**config.mk**
```make
export PLATFORM = sky130hd
export DESIGN_NAME = sorted_timer_event_queue
export DESIGN_NICKNAME = d
export VERILOG_FILES = /design/src/design/steq_pkg.sv /design/src/design/steq_ram.sv /design/src/design/sorted_timer_event_queue.sv
export SDC_FILE = /design/constraint.sdc
export NUM_CORES = 2
export LEC_CHECK = 0
export BUFFER_PORTS_ARGS = -buffer_cell sky130_fd_sc_hd__buf_2
export CORE_AREA = 2 2 356 358
export DETAILED_ROUTE_END_ITERATION = 16
export DIE_AREA = 0 0 358 360
export PLACE_DENSITY = 0.59
export SETUP_SLACK_MARGIN = 0.1
export SYNTH_ARGS = -nofsm -noshare
export SYNTH_HDL_FRONTEND = slang
export SYNTH_HIERARCHICAL = 1
export SYNTH_SLANG_ARGS = --single-unit
```
**constraint.sdc**
```tcl
create_clock -name clk -period 31.9 [get_ports clk]
set_input_delay 6.38 -clock clk [delete_from_list [all_inputs] [get_ports clk]]
set_output_delay 6.38 -clock clk [all_outputs]
set_load 0.05 [all_outputs]
```
**src/design/steq_pkg.sv**
```systemverilog
// Package for the sorted timer event queue: request, response and entry
// types, command and result-kind codes. No dependencies.
`timescale 1ns / 1ps
`default_nettype none

package steq_pkg;

  typedef enum logic [1:0] {
    CMD_ADD    = 2'd0,
    CMD_CANCEL = 2'd1,
    CMD_FIND   = 2'd2,
    CMD_RUN    = 2'd3
  } cmd_t;

  typedef enum logic [1:0] {
    KIND_ACK   = 2'd0,
    KIND_FIRED = 2'd1,
    KIND_NONE  = 2'd2,
    KIND_FIND  = 2'd3
  } kind_t;

  typedef struct packed {
    logic [1:0]  cmd;
    logic [15:0] delay_seconds;
    logic [7:0]  callback_id;
    logic [15:0] data_id;
    logic [31:0] new_time;
  } req_t;

  typedef struct packed {
    logic [1:0]  kind;
    logic [7:0]  fired_callback;
    logic [15:0] fired_data;
    logic [31:0] fired_time;
    logic        found;
    logic        full_error;
    logic [4:0]  pending_count;
    logic [31:0] served_count;
    logic        last;
  } rsp_t;

  typedef struct packed {
    logic [31:0] deadline;
    logic [7:0]  callback;
    logic [15:0] data;
  } entry_t;

endpackage

`default_nettype wire

```
**src/design/steq_ram.sv**
```systemverilog
// Generic single-write, single-read RAM with registered read data.
// No dependencies.
`timescale 1ns / 1ps
`default_nettype none

module steq_ram #(
  parameter int WIDTH = 8,
  parameter int DEPTH = 16,
  parameter int AW    = 4
) (
  input  wire logic             clk,
  input  wire logic             we,
  input  wire logic [AW-1:0]    waddr,
  input  wire logic [WIDTH-1:0] wdata,
  input  wire logic [AW-1:0]    raddr,
  output logic      [WIDTH-1:0] rdata
);

  logic [WIDTH-1:0] mem [DEPTH];

  always_ff @(posedge clk) begin
    if (we) begin
      mem[waddr] <= wdata;
    end
    rdata <= mem[raddr];
  end

endmodule

`default_nettype wire

```
**src/design/sorted_timer_event_queue.sv**
```systemverilog
// Sorted timer event queue: top level with the command sequencer.
// Depends on steq_pkg and steq_ram (entry storage).
//
//   channel   handshake          payload  behavior
//   request   start, busy        req_t    taken at an edge with start high and busy low
//   response  rsp_strobe         rsp_t    one cycle per response, cannot be held off
//
// Add: entries are read from the top down and each later entry is moved up
// one slot, until an entry with an earlier or equal deadline or the bottom
// ends the search; then the new entry is written. Cancel and find: one RAM
// read per entry. Run: due entries are counted from the front until every
// entry is due or a later entry ends the scan; when anything fires, a
// fire-and-compact pass follows over all entries pending before the run.
// All of these go through the single RAM read port.
// Synchronous reset clears counts and time; the entry RAM is not cleared.
// Responses cannot be stalled; a finished response overlaps the next request.
`timescale 1ns / 1ps
`default_nettype none

module sorted_timer_event_queue #(
  parameter int QUEUE_DEPTH = 16
) (
  input  wire logic           clk,
  input  wire logic           rst,
  input  wire logic           start,
  input  wire steq_pkg::req_t req,
  output logic                busy,
  output logic                rsp_strobe,
  output steq_pkg::rsp_t      rsp
);

  localparam int IW = (QUEUE_DEPTH > 1) ? $clog2(QUEUE_DEPTH) : 1;
  localparam int CW = $clog2(QUEUE_DEPTH + 1);
  localparam int EW = $bits(steq_pkg::entry_t);

  typedef enum logic [2:0] {
    S_IDLE,
    S_ADD_RD,
    S_ADD_CHK,
    S_ADD_PUT,
    S_SCAN_RD,
    S_SCAN_CHK,
    S_CMP_RD,
    S_CMP_CHK
  } state_t;

  state_t          state;
  steq_pkg::req_t  cur;
  logic [31:0]     dl;
  logic [31:0]     present_time;
  logic [31:0]     fired_total;
  logic [CW-1:0]   count;
  logic [CW-1:0]   limit;
  logic [CW-1:0]   due;
  logic [CW-1:0]   r;
  logic [CW-1:0]   w;
  logic [CW-1:0]   ptr;
  logic            found;

  logic            we;
  logic [IW-1:0]   waddr;
  logic [IW-1:0]   raddr;
  steq_pkg::entry_t wdata;
  steq_pkg::entry_t rdata;
  logic [EW-1:0]   rdata_raw;

  logic            due_now;
  logic            later;
  logic            hit;
  logic            pair_match;
  logic            scan_stop;
  logic [CW-1:0]   ptr_dec;

  logic            rsp_strobe_next;
  steq_pkg::rsp_t  rsp_next;

  function automatic steq_pkg::rsp_t pack_rsp(
    steq_pkg::kind_t kind, logic [7:0] cb, logic [15:0] data, logic [31:0] tm,
    logic fnd, logic full, logic [4:0] pending, logic [31:0] served, logic fin);
    steq_pkg::rsp_t p;
    p.kind           = kind;
    p.fired_callback = cb;
    p.fired_data     = data;
    p.fired_time     = tm;
    p.found          = fnd;
    p.full_error     = full;
    p.pending_count  = pending;
    p.served_count   = served;
    p.last           = fin;
    return p;
  endfunction

  steq_ram #(.WIDTH(EW), .DEPTH(QUEUE_DEPTH), .AW(IW)) u_ram (
    .clk   (clk),
    .we    (we),
    .waddr (waddr),
    .wdata (wdata),
    .raddr (raddr),
    .rdata (rdata_raw)
  );

  assign rdata = steq_pkg::entry_t'(rdata_raw);
  assign busy  = (state != S_IDLE);

  always_comb begin
    ptr_dec    = ptr - 1'b1;
    due_now    = (rdata.deadline <= cur.new_time);
    later      = (rdata.deadline > dl);
    pair_match = (rdata.callback == cur.callback_id) && (rdata.data == cur.data_id);
    hit        = 1'b0;
    case (steq_pkg::cmd_t'(cur.cmd))
      steq_pkg::CMD_CANCEL: begin
        hit = ((cur.callback_id == 8'd0) && (rdata.data == cur.data_id)) ||
              ((cur.callback_id != 8'd0) && (cur.data_id != 16'd0) &&
               (rdata.data == cur.data_id)) ||
              ((cur.data_id == 16'd0) && (rdata.callback == cur.callback_id));
      end
      steq_pkg::CMD_RUN: hit = (r < due);
      default:           hit = 1'b0;
    endcase
    scan_stop = ((state == S_SCAN_RD) && (r == count)) ||
                ((state == S_SCAN_CHK) && !due_now);

    we    = 1'b0;
    waddr = ptr[IW-1:0];
    wdata = rdata;
    raddr = r[IW-1:0];
    case (state)
      S_ADD_RD: raddr = ptr_dec[IW-1:0];
      S_ADD_CHK: begin
        // shift a later entry up one slot
        we    = later;
        waddr = ptr[IW-1:0];
        wdata = rdata;
      end
      S_ADD_PUT: begin
        we    = 1'b1;
        waddr = ptr[IW-1:0];
        wdata = '{deadline: dl, callback: cur.callback_id, data: cur.data_id};
      end
      S_CMP_CHK: begin
        // compact survivors down to the write pointer
        we    = !hit && (steq_pkg::cmd_t'(cur.cmd) != steq_pkg::CMD_FIND);
        waddr = w[IW-1:0];
        wdata = rdata;
      end
      default: ;
    endcase
  end

  always_comb begin
    rsp_strobe_next = 1'b0;
    rsp_next        = pack_rsp(steq_pkg::KIND_ACK, 8'd0, 16'd0, 32'd0, 1'b0, 1'b0,
                               5'(count), fired_total, 1'b1);
    case (state)
      S_IDLE: begin
        // a full queue refuses the add at once
        rsp_strobe_next = start && (steq_pkg::cmd_t'(req.cmd) == steq_pkg::CMD_ADD) &&
                          (count == CW'(QUEUE_DEPTH));
        rsp_next        = pack_rsp(steq_pkg::KIND_ACK, 8'd0, 16'd0, 32'd0, 1'b0, 1'b1,
                                   5'(count), fired_total, 1'b1);
      end
      S_ADD_PUT: begin
        rsp_strobe_next = 1'b1;
        rsp_next        = pack_rsp(steq_pkg::KIND_ACK, 8'd0, 16'd0, 32'd0, 1'b0, 1'b0,
                                   5'(count + 1'b1), fired_total, 1'b1);
      end
      S_SCAN_RD, S_SCAN_CHK: begin
        rsp_strobe_next = scan_stop && (due == '0);
        rsp_next        = pack_rsp(steq_pkg::KIND_NONE, 8'd0, 16'd0, 32'd0, 1'b0, 1'b0,
                                   5'(count), fired_total, 1'b1);
      end
      S_CMP_RD: begin
        // fired results already went out during the pass
        rsp_strobe_next = (r == limit) &&
                          (steq_pkg::cmd_t'(cur.cmd) != steq_pkg::CMD_RUN);
        if (steq_pkg::cmd_t'(cur.cmd) == steq_pkg::CMD_FIND) begin
          rsp_next = pack_rsp(steq_pkg::KIND_FIND, 8'd0, 16'd0, 32'd0, found, 1'b0,
                              5'(count), fired_total, 1'b1);
        end else begin
          rsp_next = pack_rsp(steq_pkg::KIND_ACK, 8'd0, 16'd0, 32'd0, 1'b0, 1'b0,
                              5'(w), fired_total, 1'b1);
        end
      end
      S_CMP_CHK: begin
        rsp_strobe_next = (steq_pkg::cmd_t'(cur.cmd) == steq_pkg::CMD_RUN) && hit;
        rsp_next        = pack_rsp(steq_pkg::KIND_FIRED, rdata.callback, rdata.data,
                                   rdata.deadline, 1'b0, 1'b0, 5'(count), fired_total,
                                   (CW'(r + 1'b1) == due));
      end
      default: ;
    endcase
  end

  always_ff @(posedge clk) begin
    if (rst) begin
      state        <= S_IDLE;
      count        <= '0;
      present_time <= '0;
      fired_total  <= '0;
      rsp_strobe   <= 1'b0;
    end else begin
      rsp_strobe <= rsp_strobe_next;
      if (rsp_strobe_next) begin
        rsp <= rsp_next;
      end
      case (state)
        S_IDLE: begin
          if (start) begin
            cur   <= req;
            dl    <= present_time + 32'(req.delay_seconds);
            r     <= '0;
            w     <= '0;
            due   <= '0;
            found <= 1'b0;
            limit <= count;
            ptr   <= count;
            case (steq_pkg::cmd_t'(req.cmd))
              steq_pkg::CMD_ADD: begin
                // a full queue stays idle
                if (count == '0) begin
                  state <= S_ADD_PUT;
                end else if (count != CW'(QUEUE_DEPTH)) begin
                  state <= S_ADD_RD;
                end
              end
              steq_pkg::CMD_RUN: state <= S_SCAN_RD;
              default:           state <= S_CMP_RD;
            endcase
          end
        end
        S_ADD_RD: state <= S_ADD_CHK;
        S_ADD_CHK: begin
          if (later) begin
            ptr   <= ptr_dec;
            state <= (ptr_dec == '0) ? S_ADD_PUT : S_ADD_RD;
          end else begin
            state <= S_ADD_PUT;
          end
        end
        S_ADD_PUT: begin
          count <= count + 1'b1;
          state <= S_IDLE;
        end
        S_SCAN_RD: begin
          if (!scan_stop) begin
            state <= S_SCAN_CHK;
          end
        end
        S_SCAN_CHK: begin
          if (!scan_stop) begin
            due   <= due + 1'b1;
            r     <= r + 1'b1;
            state <= S_SCAN_RD;
          end
        end
        S_CMP_RD: begin
          if (r == limit) begin
            state <= S_IDLE;
            if (steq_pkg::cmd_t'(cur.cmd) == steq_pkg::CMD_CANCEL) begin
              count <= w;
            end
          end else begin
            state <= S_CMP_CHK;
          end
        end
        S_CMP_CHK: begin
          if (steq_pkg::cmd_t'(cur.cmd) == steq_pkg::CMD_FIND && pair_match) begin
            found <= 1'b1;
          end
          if (we) begin
            w <= w + 1'b1;
          end
          r     <= r + 1'b1;
          state <= S_CMP_RD;
        end
        default: state <= S_IDLE;
      endcase

      // close the scan: settle counts and time before any result goes out
      if (scan_stop) begin
        present_time <= cur.new_time;
        count        <= count - due;
        fired_total  <= fired_total + 32'(due);
        r            <= '0;
        w            <= '0;
        if (due == '0) begin
          state <= S_IDLE;
        end else begin
          state <= S_CMP_RD;
        end
      end
    end
  end

  a_count_bound: assert property (@(posedge clk) disable iff (rst)
    count <= CW'(QUEUE_DEPTH))
    else $error("queue count beyond depth");

  a_accept_progress: assert property (@(posedge clk) disable iff (rst)
    start && !busy |=> busy || rsp_strobe)
    else $error("accepted request neither started nor answered");

  a_fired_on_run: assert property (@(posedge clk) disable iff (rst)
    rsp_strobe && rsp.kind == steq_pkg::KIND_FIRED |->
      steq_pkg::cmd_t'(cur.cmd) == steq_pkg::CMD_RUN)
    else $error("fired event outside a run");

  a_compact_order: assert property (@(posedge clk) disable iff (rst)
    state == S_CMP_CHK |-> w <= r)
    else $error("compaction write pointer passed read pointer");

endmodule

`default_nettype wire
```
==> metrics.md <==
| Metric | Value |
|---|---|
| FF-to-FF setup slack | `26490 ps` |
| Sw power | `between 1 and 1.5 mW` |
| Routed wire length | `about 120 mm` |
| Design area | `57200 um^2` |
| Headroom to the max-slew limit | `between 10% and 20%` |
| Final Hold Fails | `0` |
| Mapped Nets | `3066` |
| Dpl hpwl | `around 69 mm` |
| Worst hold path class | `reg -> reg` |
| Crit path DAT | `about 9400 ps` |
| Register bit total from synthesis | `1239` |
| Post-CTS Hold Fix Bufs | `0` |
| Global-route wire length before repair | `177 mm` |
| CTS tree | `built` |
| Io pins | `177` |
| Die height | `360 um` |
| Clock share of power | `a little under a third` |
| Post-synthesis cell type count | `slightly below 70` |
| Cts repair resizes | `0` |
| Final ANT Viol Nets | `0` |
| Avg Cell Area, Syn | `17.2 um^2` |
| Crit share post-route | `between 20% and 30%` |
| Chip Width | `~360 um` |
| Sequential area share after synthesis | `72.2%` |
| Final hold slack | `between 400 and 500 ps` |
| Placer Congestion | `0.826` |
| Yosys Warn Count | `6` |
| Worst Skew | `37.5 ps` |
| Clock sink total | `1239` |
| Static leakage | `19.8 nW` |
| Per-cell routed wire length | `24.6 um` |
| WP data required | `32390 ps` |
| Comb pwr share | `25.0%` |
| Ys async rst share | `0%` |
| Worst-Margin Slew | `between 1000 and 1500 ps` |
| Multi-input gate area | `around 13000 um^2` |
| Crit-path max cell delay | `970 ps` |
| Clock root cell | `clkbuf_16` |
| Internal | `3.46 mW` |
| Sequential share of power | `44.4%` |
| Fillers | `10700` |
| FF/Latch Area | `35900 um^2` |
| Layout cell share with drive strength beyond 1 | `22.1%` |
| Hold Path Stages | `0` |
| Power Density | `86.5 nW/um^2` |
| Core area | `125000 um^2` |
| Hold path endpoint | `rsp[22]` |
| Buf/Inv on CP | `2` |
| Clk_lat worst skew | `760 ps` |
| Largest net degree at the start of global routing | `165` |
| RSZ-0062 raised after global routing | `false` |
| Vias/cell | `5.41` |
| Synth Instances | `2884` |
| Peak supply drop | `around 61 uV` |
| Most frequent cells in the layout | `edfxtp_1, mux4_2, nand2_1` |
| Initial antenna violation count | `5` |
| Status | `finished clean` |
| Max Fclk | `0.113 GHz` |
| CP top delay family | `compound AO/OA/AOI/OAI gates` |
| H-tree Lvls | `4` |
| IO buf count | `176` |
| Initial Util | `39.8%` |
| Via count | `26500` |
| Rows | `130` |
| Setup TNS | `0 ps` |
| Final slew viol count | `0` |
| Reg2reg end | `u_ram/mem[6][46]` |
| Sw Share | `30.0%` |
| Final core occ | `between 40% and 50%` |
| Final min period | `8860 ps` |
| Mapped Area | `49700 um^2` |
| Number of setup buffers added after CTS | `0` |
| Number of DRC markers in iteration 0 | `around 2500` |
| Clock slew seen by the registers of the worst setup and hold paths | `60 ps` |
| Path depth of the worst reg2reg path | `7` |
| Bufs on Longest Clock Path | `3` |
| Critical path type | `in -> reg` |
| Synth Flop Type | `edfxtp_1` |
| EDFF count, synth | `1110` |
| Setup crit end kind | `flip-flop` |
| Worst-path cell chain | `buf_2 -> ha_1 -> inv_1 -> fa_1 -> nor2b_1 -> o31a_1 -> nor3_1 -> o221ai_1 -> a41oi_1 -> nor4_1 -> xor2_1` |
| Crit-path max FO | `8` |
| Cell Area, Placed | `52800 um^2` |
| GR Util All Layers | `a little under a fifth` |
| Slowest-stage cell, CP | `a41oi_1` |
| Grt total ovfl | `0` |
| Worst setup SP type | `input port` |
| Finish-stage setup viols | `0` |
| Vias in the first global route | `26700` |
| DR DRC count | `0` |
| FF-to-FF Start | `state[2]` |
| Final #Nets | `3324` |
| Min-delay src | `fired_total[21]` |
| Max-cap violations | `0` |
| Layout area overhead | `15.0%` |
| CTS Buf Count | `130` |
| Commonest non-fill, non-tap cell in the layout | `edfxtp_1` |
| Die ar. | `about 130000 um^2` |
| Pre-antenna DRT Iters | `5` |
==> cell type report <==
cell class	count	share of cell area, %
clock buffer	164	6.34
timing repair buffer	255	2.64
inverter	103	0.676
antenna	3	0.0131
clock inverter	75	1.21
multi-input combinational	1413	22.7
sequential	1239	62.8
tap	1650	3.61
==> worst reg2reg max path, delay by kind of cell (launching register included) <==
family / cells / cell delay [ps]
buffers and inverters: 3 / 1750
AO/OA/AOI/OAI: 1 / 520
AND/OR/NAND/NOR: 3 / 1930
flip-flops: 1 / 780
==> routing by layer <==
metal / GRT usage, % / up-vias / share of wire (%)
met3: 2.79 / 175 / 5.3
met5: 0 / - / 0.011
met4: 5.57 / 2 / 2.2
met2: 30.8 / 774 / 49
met1: 25.8 / 13700 / 43
li1: - / 11900 / -
==> power groups by stage <==
stage	registers, mW	clock network (mW)	logic [mW]
final	2.19	1.52	1.24
after global routing	2.21	1.61	1.36
after CTS	2.20	1.55	1.25
after detailed placement	2.23	0	1.25
after global placement	2.23	0	1.23
after floorplan	2.19	0	0.884
==> through the flow <==
stage          instances  power (mW)  setup slack [ps]
2_1_floorplan       2884        3.08             17050
3_3_place_gp        4660        3.46             22320
4_1_cts             4899        5.00             23090
6_report            4902        4.95             23040
5_1_grt             4899        5.18             22870
3_5_place_dp        4660        3.48             22270
==> sequential cells by signal, indices dropped and copies added, names as in the netlist, 3 cells and up <==
signal	count
due	5
ptr	5
w	5
state	3
count	5
fired_total	32
r	5
present_time	32
limit	5
u_ram/rdata	56
dl	32
u_ram/mem	896
rsp	98
cur	58
==> cell families (layout without fill, tap and decap cells) <==
logic type | count (synthesis) | in the layout | share of synthesized area [%]
flops | 1239 | 1239 | 72.2
simple gates | 581 | 581 | 5.61
compound gates | 376 | 376 | 4.94
mux | 261 | 261 | 10.9
buf+inv | 232 | 597 | 2.08
fa+ha+maj | 105 | 105 | 2.69
xor+xnor | 90 | 90 | 1.58
other cells | 0 | 3 | 0
==> worst max path at each step <==
| stage | from | to | cells after the start |
|---|---|---|---|
| after floorplan | req[73] | rsp[0] | 5 |
| after global placement | req[56] | dl[26] | 11 |
| after detailed placement | req[56] | dl[22] | 11 |
| after CTS | req[56] | dl[22] | 11 |
| after global routing | req[56] | dl[22] | 11 |
| final | req[56] | dl[22] | 11 |
==> cells in the mapped netlist, types with 5 or more instances <==
| cell type | number | share of area (%) |
|---|---|---|
| edfxtp_1 | 1110 | 67 |
| mux4_2 | 224 | 10 |
| nand2_1 | 221 | 1.7 |
| dfxtp_1 | 129 | 5.2 |
| nor2_1 | 116 | 0.88 |
| a22oi_1 | 113 | 1.7 |
| inv_1 | 103 | 0.78 |
| ha_1 | 102 | 2.6 |
| o21ai_0 | 90 | 0.91 |
| clkbuf_1 | 85 | 0.64 |
| a21oi_1 | 82 | 0.83 |
| and2_1 | 61 | 0.77 |
| xnor2_1 | 49 | 0.86 |
| xor2_1 | 41 | 0.72 |
| mux2i_1 | 37 | 0.74 |
| nand3_1 | 35 | 0.35 |
| or3_1 | 25 | 0.31 |
| nand4_1 | 24 | 0.30 |
| nor3_1 | 20 | 0.20 |
| nor2b_1 | 16 | 0.20 |
| buf_6 | 15 | 0.34 |
| a21o_1 | 14 | 0.21 |
| nand2b_1 | 14 | 0.18 |
| nor4_1 | 14 | 0.18 |
| buf_2 | 13 | 0.13 |
| a211oi_1 | 10 | 0.15 |
| buf_4 | 9 | 0.14 |
| or4_1 | 9 | 0.14 |
| buf_1 | 7 | 0.053 |
| o31ai_1 | 7 | 0.11 |
| a31oi_1 | 6 | 0.075 |
| and3_1 | 5 | 0.063 |
| o2111ai_1 | 5 | 0.088 |
| o21bai_1 | 5 | 0.075 |
Note: power is estimated with default switching activity, not from simulation.
